## config.mk

```make
export PLATFORM = sky130hd
export DESIGN_NAME = double_ended_queue
export DESIGN_NICKNAME = d
export VERILOG_FILES = /design/src/dq_pkg.sv /design/src/dq_ram.sv /design/src/double_ended_queue.sv
export SDC_FILE = /design/constraint.sdc
export NUM_CORES = 1
export LEC_CHECK = 0
export BUFFER_PORTS_ARGS = -buffer_cell sky130_fd_sc_hd__buf_2
export CORE_UTILIZATION = 55
export CTS_CLUSTER_SIZE = 24
export DETAILED_ROUTE_END_ITERATION = 12
export GPL_TIMING_DRIVEN = 0
export PLACE_DENSITY = 0.72
export SYNTH_ARGS = -nofsm -noshare
export SYNTH_HDL_FRONTEND = slang
export SYNTH_SLANG_ARGS = --single-unit
```

## constraint.sdc

```tcl
create_clock -name clk -period 6.73 [get_ports clk]
set_input_delay 1.0095 -clock clk [delete_from_list [all_inputs] [get_ports clk]]
set_output_delay 1.0095 -clock clk [all_outputs]
set_load 0.02 [all_outputs]
```

## src/dq_pkg.sv

```systemverilog
// Types and codes for the double-ended queue.
// No dependencies; used by the top level and the checker.
`timescale 1ns / 1ps

package dq_pkg;

	localparam logic [2:0] OP_PUSH_FRONT = 3'd0;
	localparam logic [2:0] OP_PUSH_BACK  = 3'd1;
	localparam logic [2:0] OP_POP_FRONT  = 3'd2;
	localparam logic [2:0] OP_POP_BACK   = 3'd3;
	localparam logic [2:0] OP_PEEK_FRONT = 3'd4;
	localparam logic [2:0] OP_PEEK_BACK  = 3'd5;

	localparam logic [1:0] ST_OK    = 2'd0;
	localparam logic [1:0] ST_EMPTY = 2'd1;
	localparam logic [1:0] ST_FULL  = 2'd2;

	typedef struct packed {
		logic [2:0]  op;
		logic [31:0] data_in;
	} req_beat_t;

	typedef struct packed {
		logic [31:0] data_out;
		logic [4:0]  count_out;
		logic [1:0]  status;
	} rsp_beat_t;

endpackage

```

## src/dq_ram.sv

```systemverilog
// Generic single-clock RAM, one write port and one registered read port.
// No dependencies.
`timescale 1ns / 1ps

module dq_ram #(
	parameter int WIDTH = 32,
	parameter int DEPTH = 16
) (
	input  logic                     clk,
	input  logic                     wr_en,
	input  logic [$clog2(DEPTH)-1:0] wr_addr,
	input  logic [WIDTH-1:0]         wr_data,
	input  logic                     rd_en,
	input  logic [$clog2(DEPTH)-1:0] rd_addr,
	output logic [WIDTH-1:0]         rd_data
);

	logic [WIDTH-1:0] mem [DEPTH];

	always_ff @(posedge clk) begin
		if (wr_en) begin
			mem[wr_addr] <= wr_data;
		end
		if (rd_en) begin
			rd_data <= mem[rd_addr];
		end
	end

endmodule

```

## src/double_ended_queue.sv

```systemverilog
// A result passes through the pending stage, then the output register.
// Throughput: one beat per cycle sustained while rsp_stall is low; each read op
// uses the single RAM read port in its accept cycle, and one pending stage plus
// the output register absorb output stall. Reset clears front pointer, count
// and valid flags; RAM contents are left as they are and need no clearing pass.
// Depends on dq_pkg and dq_ram.
`timescale 1ns / 1ps

module double_ended_queue #(
	parameter int DEPTH      = 16,
	parameter int DATA_WIDTH = 32
) (
	input  logic              clk,
	input  logic              arst_n,
	input  logic              req_valid,
	output logic              req_stall,
	input  dq_pkg::req_beat_t req,
	output logic              rsp_valid,
	input  logic              rsp_stall,
	output dq_pkg::rsp_beat_t rsp
);

	localparam int IW = $clog2(DEPTH);
	localparam int CW = $clog2(DEPTH + 1);
	localparam logic [CW-1:0] FULL_CNT = CW'(DEPTH);
	localparam logic [IW:0]   DEPTH_W  = (IW + 1)'(DEPTH);
	localparam logic [IW-1:0] LAST_IDX = IW'(DEPTH - 1);
	localparam logic [IW-1:0] ONE_IDX  = IW'(1);

	function automatic logic [IW-1:0] ring_add(input logic [IW-1:0] base,
		input logic [IW-1:0] off);
		logic [IW:0] s;
		s = {1'b0, base} + {1'b0, off};
		if (s >= DEPTH_W) begin
			s = s - DEPTH_W;
		end
		return s[IW-1:0];
	endfunction

	logic [IW-1:0] front_q, front_d;
	logic [CW-1:0] count_q, count_d, cnt_m1;
	logic [1:0]    status_d;
	logic          empty, full, accept, s1_move;
	logic          wr_en, rd_en;
	logic [IW-1:0] wr_addr, rd_addr;
	logic [DATA_WIDTH-1:0] wr_data, rd_data;

	logic          valid_s1, read_s1;
	logic [CW-1:0] count_s1;
	logic [1:0]    status_s1;

	logic              rsp_valid_q;
	dq_pkg::rsp_beat_t rsp_q;

	assign empty   = (count_q == '0);
	assign full    = (count_q == FULL_CNT);
	assign cnt_m1  = count_q - CW'(1);
	assign s1_move = valid_s1 && (!rsp_valid_q || !rsp_stall);
	assign req_stall = valid_s1 && !s1_move;
	assign accept  = req_valid && !req_stall;
	assign wr_data = DATA_WIDTH'(req.data_in);

	always_comb begin
		front_d  = front_q;
		count_d  = count_q;
		status_d = dq_pkg::ST_OK;
		wr_en    = 1'b0;
		wr_addr  = front_q;
		rd_en    = 1'b0;
		rd_addr  = front_q;
		unique case (req.op) inside
			dq_pkg::OP_PUSH_FRONT: begin
				if (full) begin
					status_d = dq_pkg::ST_FULL;
				end else begin
					front_d = (front_q == '0) ? LAST_IDX : front_q - ONE_IDX;
					wr_addr = front_d;
					wr_en   = accept;
					count_d = count_q + CW'(1);
				end
			end
			dq_pkg::OP_PUSH_BACK: begin
				if (full) begin
					status_d = dq_pkg::ST_FULL;
				end else begin
					wr_addr = ring_add(front_q, count_q[IW-1:0]);
					wr_en   = accept;
					count_d = count_q + CW'(1);
				end
			end
			dq_pkg::OP_POP_FRONT, dq_pkg::OP_PEEK_FRONT: begin
				if (empty) begin
					status_d = dq_pkg::ST_EMPTY;
				end else begin
					rd_en   = accept;
					rd_addr = front_q;
					if (req.op == dq_pkg::OP_POP_FRONT) begin
						front_d = ring_add(front_q, ONE_IDX);
						count_d = cnt_m1;
					end
				end
			end
			dq_pkg::OP_POP_BACK, dq_pkg::OP_PEEK_BACK: begin
				if (empty) begin
					status_d = dq_pkg::ST_EMPTY;
				end else begin
					rd_en   = accept;
					rd_addr = ring_add(front_q, cnt_m1[IW-1:0]);
					if (req.op == dq_pkg::OP_POP_BACK) begin
						count_d = cnt_m1;
					end
				end
			end
			default: begin
			end
		endcase
	end

	dq_ram #(
		.WIDTH(DATA_WIDTH),
		.DEPTH(DEPTH)
	) u_ram (
		.clk    (clk),
		.wr_en  (wr_en),
		.wr_addr(wr_addr),
		.wr_data(wr_data),
		.rd_en  (rd_en),
		.rd_addr(rd_addr),
		.rd_data(rd_data)
	);

	always_ff @(posedge clk or negedge arst_n) begin
		if (!arst_n) begin
			front_q     <= '0;
			count_q     <= '0;
			valid_s1    <= 1'b0;
			rsp_valid_q <= 1'b0;
		end else begin
			if (accept) begin
				front_q  <= front_d;
				count_q  <= count_d;
				valid_s1 <= 1'b1;
			end else if (s1_move) begin
				valid_s1 <= 1'b0;
			end
			if (s1_move) begin
				rsp_valid_q <= 1'b1;
			end else if (!rsp_stall) begin
				rsp_valid_q <= 1'b0;
			end
		end
	end

	always_ff @(posedge clk) begin
		if (accept) begin
			read_s1   <= rd_en;
			count_s1  <= count_d;
			status_s1 <= status_d;
		end
		if (s1_move) begin
			rsp_q.data_out  <= read_s1 ? 32'(rd_data) : 32'd0;
			rsp_q.count_out <= 5'(count_s1);
			rsp_q.status    <= status_s1;
		end
	end

	assign rsp_valid = rsp_valid_q;
	assign rsp       = rsp_q;

endmodule

```

# Yosys cells after proc, flatten, opt, wreduce, memory -nomap -nowiden
# Memories as Yosys holds them, arrays and structs flattened. A register that Yosys moved wholly into a read port is not among the register bits.
# Cells that the tools add are included.
[totals]
regBits = 58
latch_bits = 0
ram_bits = 512
rom_bits = 0
input_bits = 39
out_inout_bits = 41
elab_cells = 81
mem_count = 1
[mem_list]
columns = ["name", "depth", "word_bits", "read_ports", "rd_ports_with_merged_regs", "wr", "line", "rtl"]
rows = [
  ["u_ram.mem", 16, 32, 1, 1, 1, "dq_ram.sv:18", "logic [WIDTH-1:0] mem [DEPTH];"],
]
[classes]
n_addsub = 9
multipliers = 0
div_mod_pow = 0
magnitude_cmp = 3
n_eq_ne = 9
shift = 0
n_mux = 31
bitwise = 0
n_reduce_logical = 18
[op_table]
columns = ["cell", "n"]
rows = [
  ["two-way mux 4 bit", 10],
  ["two-way mux 5 bit", 5],
  ["case mux 4 bit (2 select lines)", 2],
  ["subtractor 4 x 1 -> 4 bit, second input constant", 4],
  ["greater-or-equal comparator 5 bit, second input constant", 3],
  ["case mux 5 bit (3 select lines)", 1],
  ["two-way mux 1 bit", 11],
  ["adder 4 x 4 -> 5 bit", 2],
  ["equality test 3 x 2 -> 1 bit, second input constant", 2],
  ["equality test 3 bit, second input constant", 2],
  ["OR reduction 2 bit", 3],
  ["adder 4 x 1 -> 5 bit, second input constant", 1],
  ["adder 5 x 1 -> 5 bit, second input constant", 1],
  ["equality test 5 bit, second input constant", 1],
  ["zero test 5 bit", 1],
  ["subtractor 5 x 1 -> 5 bit, second input constant", 1],
  ["zero test 1 bit", 4],
  ["zero test 4 bit", 1],
  ["inequality test 2 bit, second input constant", 2],
  ["case mux 2 bit (2 select lines)", 1],
  ["AND reduction 4 bit", 1],
  ["nonzero test 2 bit", 2],
  ["OR reduction 4 bit", 1],
  ["equality test 3 x 1 -> 1 bit, second input constant", 1],
  ["other kinds (5)", 7],
]

# Logic depth before layout (Yosys ltp)
# Gate-level depths: netlist of run 1.
[logic_depth]
word_depth = 11
depth_mapped = 13
depth_no_buf = 10

# By module
# From an unflattened synthesis of run 1, not the netlist that was laid out.
[hier_totals]
hier_cells = 1080
hier_area_um2 = 23138.4
[modules_own_cells]
columns = ["mod", "instances", "cells_each", "area_each_um2", "seq_area_each_um2"]
rows = [
  ["dq_ram", 1, 838, 20155.6, 16335.7],
  ["double_ended_queue", 1, 242, 2982.9, 1686.6],
]

# Worst setup path after synthesis of run 1
# Ideal clock, no wire load.
[synth_path]
path_type = "register to register"
startpoint = "reg count_q[0]"
endpoint = "mem u_ram.mem[12][0], enable pin"
setup_ps = 461
arrival_ps = 4587
required_ps = 6269
path_slack_ps = 1682
path_stages_with_launch = 9
path_buffers = 0
synth_period_minus_slack_ps = 5048
cell_sequence = "dfrtp_1 -> inv_1 -> ha_1 -> nor4bb_1 -> nor2_1 -> and4_1 -> o21ai_0 -> o21ai_0 -> nor3_1"
[synth_between]
elab_chain_len = 5
elab_cells_between_ends = 12
classes_between = "add/sub (2); order compare (1); eq/ne (1); mux (8)"
[synth_rtl]
columns = ["item", "line", "rtl"]
rows = [
  ["start: declaration", "double_ended_queue.sv:41", "logic [CW-1:0] count_q, count_d, cnt_m1;"],
  ["start signal: assignment", "double_ended_queue.sv:141", "count_q <= count_d;"],
  ["adder 4 x 4 -> 5 bit / equality test 5 bit (equally long branches)", "double_ended_queue.sv:33, double_ended_queue.sv:56", ""],
  ["subtractor 4 x 1 -> 4 bit (tied with other cells)", "double_ended_queue.sv:35", "s = s - DEPTH_W;"],
  ["two-way mux 4 bit / two-way mux 1 bit (equally long branches)", "--", ""],
  ["two-way mux 4 bit / two-way mux 1 bit (equally long branches)", "double_ended_queue.sv:83, dq_ram.sv:21", ""],
  ["case mux 4 bit (2 select lines) / two-way mux 1 bit (equally long branches)", "double_ended_queue.sv:71, dq_ram.sv:22", ""],
  ["end: declaration", "dq_ram.sv:18", ""],
]
# Several ways; a longest one is shown, not always the timed one.

# Worst setup path in the final report of run 1
[layout_path]
startpoint = "reg count_q[0]"
endpoint = "mem u_ram.mem[15][11], enable pin"
# Same word-level chain as after synthesis.

==> results.toml, run 1 <==
[worst_setup_path]
r2r_cells = 11
critPathRequiredTime_ns = 7.04
cp.arrival_ns = 5.23
rr_endpoint = "u_ram.mem[15][11]"
critical_path_class = "reg -> reg"
timing.rr.start = "count_q[0]"
rrSetupSlack_ns = 1.81
cp_max_fo = 9
worst_setup_path_start_kind = "register"
end_kind = "register"

[finish]
area_delta_synth_final_pct = 14.8
final_util_pct = 63.9
final_common_cell = "edfxtp_1"
nets = 1732
layout_common_cells = "edfxtp_1, and3_1, mux2i_1"
design_area_um2 = 28200
drive_gt1_share_pct = 16.2

[run]
maxCapViolations = 0

[power_and_ir_drop]
pwr-share-clk_pct = 24.0
power_switching_mw = 4.84
fin_total_pwr_mw = 12.7
power_frac_comb_pct = 39.8
seqPwrFrac_pct = 36.1
p_leak_nw = 9.32
vdd_drop_max_v = 0.000356
pwr_density_cell_nw_per_um2 = 450
p_int_mw = 7.85
p_sw_share_pct = 38.2

[routing]
via_per_inst = 6.38
routed_wl_um = 62000
wl_per_cell_um = 26.7
firstDrtPassIters = 9
drc = 4
final_antenna_net_count = 0
routed-via-count = 14800
drtIter0Drc = 1736

[global_routing]
antenna_found_initial = 0
grt_max_degree = 25
grt-ovfl-total = 0
grt_pass1_vias = 14700
grt_use_total_pct = 27.8
grt_pass1_wl_um = 91500

[timing]
hold_ws_ns = 0.296
finalCritPeriodShare_pct = 73.1
setup_viol = 0
max_freq_ghz = 0.203
drv_slew = 0
layout_min_cycle_time_ns = 4.92
tightestPinTransition_ns = 1.24
finalSetupTns_ns = 0
slew_headroom_pct = 16.3
hold_viol = 0
rsz0062_at_grt = "false"
skew_ns = 0.0216

[synthesis]
syn-cell-area_um2 = 24600
synth_xor_area_share_pct = 0.535
synthArstFlopShare_pct = 1.83
yosysWarningCount = 0
synth_nets = 1553
synth_cell_type_count = 62
synthAdderAreaFrac_pct = 0.673
syn_avg_cell_area_um2 = 16.3
synth-edff-count = 591
synth_simple_gate_area_share_pct = 6.66
ys_ff_latch = 602
synth_mux_area_share_pct = 5.41
synthFlopType = "edfxtp_1"
yosysSeqAreaShare_pct = 73.4
synth_top_family_by_area = "compound AO/OA/AOI/OAI gates"
synth_compound_area_share_pct = 10.7
syn_inst = 1502

[cts]
path_clk_slew_ns = 0.06
postCtsHoldBufs = 0
clkLatencyLatePin_ns = 0.62
cts_resized = 0
cts_tree = "yes"
htree_levels = 2
ctsRootBufferMaster = "clkbuf_16"
clock_sinks = 602
clockBufferDepth = 3
cts_setup_buffers = 0
numCtsBuffers = 58

[placement]
dp_hpwl_um = 42000
placed_area_um2 = 26400
port_buffers = 77
gp_congestion = 0.868

[floorplanning]
ios = 80
die-area_um2 = 45500
die_width_um = 213
rows = 77
core_area_um2 = 44100
start_util_pct = 55.6
die_h_um = 213

[outcome]
status = "finished with violations"
violations = "design-rule violations"

[min_path]
hp-class = "in -> async"
power groups by stage:
stage	combinational (mW)	clock (mW)	sequential, mW
floorplan	3.04	0	4.69
global placement	4.75	0	4.68
detailed placement	4.94	0	4.67
CTS	4.98	3.08	4.59
global route	5.36	3.21	4.61
finish	5.05	3.05	4.59
layer usage:
metal  routed length, µm  track usage [%]  vias to the layer above
li1                    -                -                     6554
met1               24600             36.8                     7371
met2               29400             44.9                      740
met3                5410             5.24                      153
met4                2660             12.4                        0
met5                   0                0                        -
state kept, by name, summed over array words and instances (netlist names):
signal,flops
valid_s1,1
rsp_valid,1
read_s1,1
front_q,4
count_s1,5
u_ram.rd_data,32
u_ram.mem,512
rsp,39
status_s1,2
count_q,5
worst max-delay path: stages (launching register included):
cell	delay (ns)
dfrtp_1	0.50
inv_1	0.21
ha_1	0.34
nor4bb_1	1.08
nor2_1	0.22
and4_1	0.27
o21ai_0	0.22
o21ai_0	0.28
buf_2	0.27
nor3_2	0.74
buf_6	0.26
buf_4	0.23
cell families (layout without fill, tap and decap cells):
group                    after synthesis  in the layout
buffers and inverters                143            369
AND/OR/NAND/NOR                      267            267
AO/OA/AOI/OAI                        334            334
multiplexers                         132            132
flip-flops                           602            602
XOR/XNOR                              12             12
other                                  0              2
adder cells (fa/ha/maj)               12             12
Yosys cell counts, types with 2 or more instances:
master	instances	area share, %
o31ai_1	5	0.15
inv_1	17	0.26
fa_1	2	0.16
mux2i_1	127	5.2
a2111oi_0	124	4.4
buf_2	42	0.86
and4_1	2	0.071
o32ai_1	4	0.14
edfxtp_1	591	72
mux2_2	5	0.23
o21ai_0	9	0.18
o22ai_1	5	0.13
nor2_1	16	0.24
dfrtp_1	11	1.1
and3_1	128	3.3
nor3_1	14	0.29
nand3_1	6	0.12
o311ai_0	4	0.14
buf_4	7	0.21
a21o_1	4	0.12
xor2_1	4	0.14
xnor2_1	6	0.21
o21a_1	12	0.37
nand2b_1	2	0.051
a21oi_1	22	0.45
clkbuf_1	71	1.1
a211oi_1	124	3.8
and2_1	34	0.87
buf_6	3	0.14
nand2_1	19	0.29
ha_1	10	0.51
or2_2	2	0.051
buf_1	2	0.031
nor2b_1	2	0.051
a31oi_1	7	0.18
nand4_1	2	0.051
or4_1	32	0.98
how the worst max path moves through the flow:
stage	startpoint	endpoint	slack [ns]
3_3_place_gp	count_q[0]	u_ram.mem[15][11]	-1.27
3_5_place_dp	count_q[0]	u_ram.mem[13][12]	1.79
5_1_grt	count_q[0]	u_ram.mem[15][19]	1.59
6_report	count_q[0]	u_ram.mem[15][11]	1.81
4_1_cts	count_q[0]	u_ram.mem[13][11]	1.80
2_1_floorplan	count_q[0]	u_ram.mem[12][0]	1.68
area by class of cell:
class | count | area, µm²
Antenna cell | 2 | 5.00
Inverter | 18 | 67.6
Sequential cell | 602 | 18000
Timing Repair Buffer | 119 | 982
Tap cell | 592 | 741
Clock buffer | 71 | 1520
Fill cell | 3181 | 15900
Clock inverter | 36 | 235
Buffer | 125 | 571
Multi-Input combinational cell | 757 | 6050
metrics by stage:
| stage | instances | setup WS, ns |
|---|---|---|
| detailed placement | 2212 | 1.79 |
| CTS | 2319 | 1.80 |
| floorplan | 1502 | 1.68 |
| global route | 2320 | 1.59 |
| global placement | 2171 | -1.27 |
| finish | 2322 | 1.81 |
No activity file was read; power rests on OpenSTA's default activity.
==> run 2, diff against run 1 <==
Settings changed: PLACE_DENSITY 0.72 to 0.75.
Clock period 6.73 ns to 4.2 ns, I/O delays scaled along.
==> results.toml, run 2 (synthesis results as in run 1) <==
[finish]
final_util_pct = 64.8
nets = 1745
area_delta_synth_final_pct = 16.4
final_common_cell = "edfxtp_1"
largest_register_ff_count = 512
regMostFlops = "u_ram.mem"
layout_common_cells = "edfxtp_1, and3_1, mux2i_1"
drive_gt1_share_pct = 18.9

[outcome]
status = "complete, no violations"

[cts]
cts_tree = "yes"
path_clk_slew_ns = 0.06
clockBufferDepth = 3
numCtsBuffers = 58
htree_levels = 2
clock_sinks = 602
clkLatencyLatePin_ns = 0.63
ctsRootBufferMaster = "clkbuf_16"

[global_routing]
grt_pass1_wl_um = 93400
grt_pass1_vias = 15000
antenna_found_initial = 0
grt_max_degree = 25
grt_use_total_pct = 28.2
grt-ovfl-total = 0

[routing]
wl_per_cell_um = 26.9
final_antenna_net_count = 0
drc = 0
firstDrtPassIters = 8
routed_wl_um = 62900
drtIter0Drc = 1858
via_per_inst = 6.54
routed-via-count = 15300

[power_and_ir_drop]
vdd_drop_max_v = 0.000592
pwr-share-clk_pct = 25.3
pwr_density_cell_nw_per_um2 = 728
p_int_mw = 12.9
seqPwrFrac_pct = 35.4
power_switching_mw = 7.85
p_sw_share_pct = 37.7
p_leak_nw = 9.50
power_frac_comb_pct = 39.4

[floorplanning]
ios = 80
rows = 77
core_area_um2 = 44100
die_width_um = 213
start_util_pct = 55.6
die-area_um2 = 45500
die_h_um = 213

[min_path]
hp-class = "in -> reg"
hp-start = "req_valid"

[timing]
skew_ns = 0.0194
slew_headroom_pct = 30.6
finalCritPeriodShare_pct = 99.1
tightestPinTransition_ns = 1.03
drv_slew = 0
layout_min_cycle_time_ns = 4.16
hold_viol = 0
setup_viol = 0
fin_ws_ns = 0.0387
rsz0062_at_grt = "false"
max_freq_ghz = 0.240

[worst_setup_path]
critical_path_class = "reg -> reg"
crit_end = "u_ram.rd_data[3]"
rrSetupSlack_ns = 0.04
critPathRequiredTime_ns = 4.68
timing.rr.start = "count_q[0]"
cp_max_fo = 10
r2r_cells = 12
end_kind = "register"
rr_endpoint = "u_ram.rd_data[3]"
cp-startpoint = "count_q[0]"
cp.arrival_ns = 4.64
worst_setup_path_start_kind = "register"

[placement]
dp_hpwl_um = 41300
preCtsSetupSlack_ns = -0.604
gp_congestion = 0.848
port_buffers = 77

[run]
maxCapViolations = 0
run 2: cell types whose count changed in the layout (fill, tap and decap cells not counted), moves of 4 or more:
cell        before  now
clkinv_1        23   14
clkinvlp_4       0    7
clkbuf_4         0    5
a2111oi_1        0    6
a2111oi_0      124  116
buf_6           30   25
buf_8            1    6
clkbuf_2         0   18
clkbuf_1        83   64
bufinv_16        3    7
buf_2          120  113
buf_4            9   25
run 2: routing by layer:
| metal | part of all wire, % | GRT usage (%) | up-vias |
|---|---|---|---|
| li1 | - | - | 6594 |
| met4 | 4.1 | 12.5 | 0 |
| met2 | 49 | 45.8 | 838 |
| met3 | 8.6 | 4.99 | 185 |
| met1 | 39 | 37.4 | 7654 |
| met5 | 0 | 0 | - |
run 2: metrics by stage:
step / hold slack (ns) / instances / area, µm² / total power, mW / setup TNS (ns)
after floorplan: 0.334 / 1502 / 24600 / 12.4 / -217.19
final: 0.215 / 2336 / 28600 / 20.8 / 0
after detailed placement: 0.406 / 2208 / 26400 / 15.3 / -93.82
after global placement: 0.404 / 2171 / 25700 / 15.0 / -1476.76
after CTS: 0.203 / 2334 / 28500 / 20.5 / 0
after global routing: 0.228 / 2335 / 28600 / 21.6 / 0
run 2: layout make-up:
type / count / area (µm²)
antenna: 1 / 2.50
multi-input combinational: 757 / 6110
fill: 3083 / 15600
buffer: 125 / 612
sequential: 602 / 18000
clock inverter: 37 / 384
clock buffer: 72 / 1520
inverter: 18 / 67.6
timing repair buffer: 132 / 1110
tap: 592 / 741
run 2: worst max-delay path, stage by stage (launching register included):
cell and delay (ns):
dfrtp_2 0.47, inv_1 0.20, ha_1 0.34, or4b_1 0.46, buf_2 0.20, a31oi_4 0.29, or2_1 0.28, buf_2 0.22
buf_6 0.18, buf_2 0.28, a211oi_1 0.08, a2111oi_0 0.76, or4_1 0.25
run 2: power groups by stage:
stage,sequential [mW],combinational (mW),clock (mW)
final,7.35,8.18,5.25
after global routing,7.39,8.70,5.51
after CTS,7.35,7.92,5.28
after detailed placement,7.47,7.79,0
after global placement,7.49,7.46,0
after floorplan,7.52,4.88,0
run 2: worst min-delay path by stage:
stage / depth (start not counted) / end / slack, ns
after CTS: 2 / valid_s1 / 0.20
after global routing: 2 / valid_s1 / 0.23
after detailed placement: 0 / rsp[4] / 0.41
after global placement: 0 / rsp[4] / 0.40
after floorplan: 0 / count_q[0] / 0.33
final: 2 / valid_s1 / 0.22
run 2: timing repair:
action | 4_1_cts | 5_1_grt
gates resized for setup | 18 | 41
endpoints found under the hold margin | 11 | 0
hold buffers | 1 | 0
endpoints found under the setup margin | 424 | 150
buffers inserted | 16 | 1
pin swaps | 8 | 1
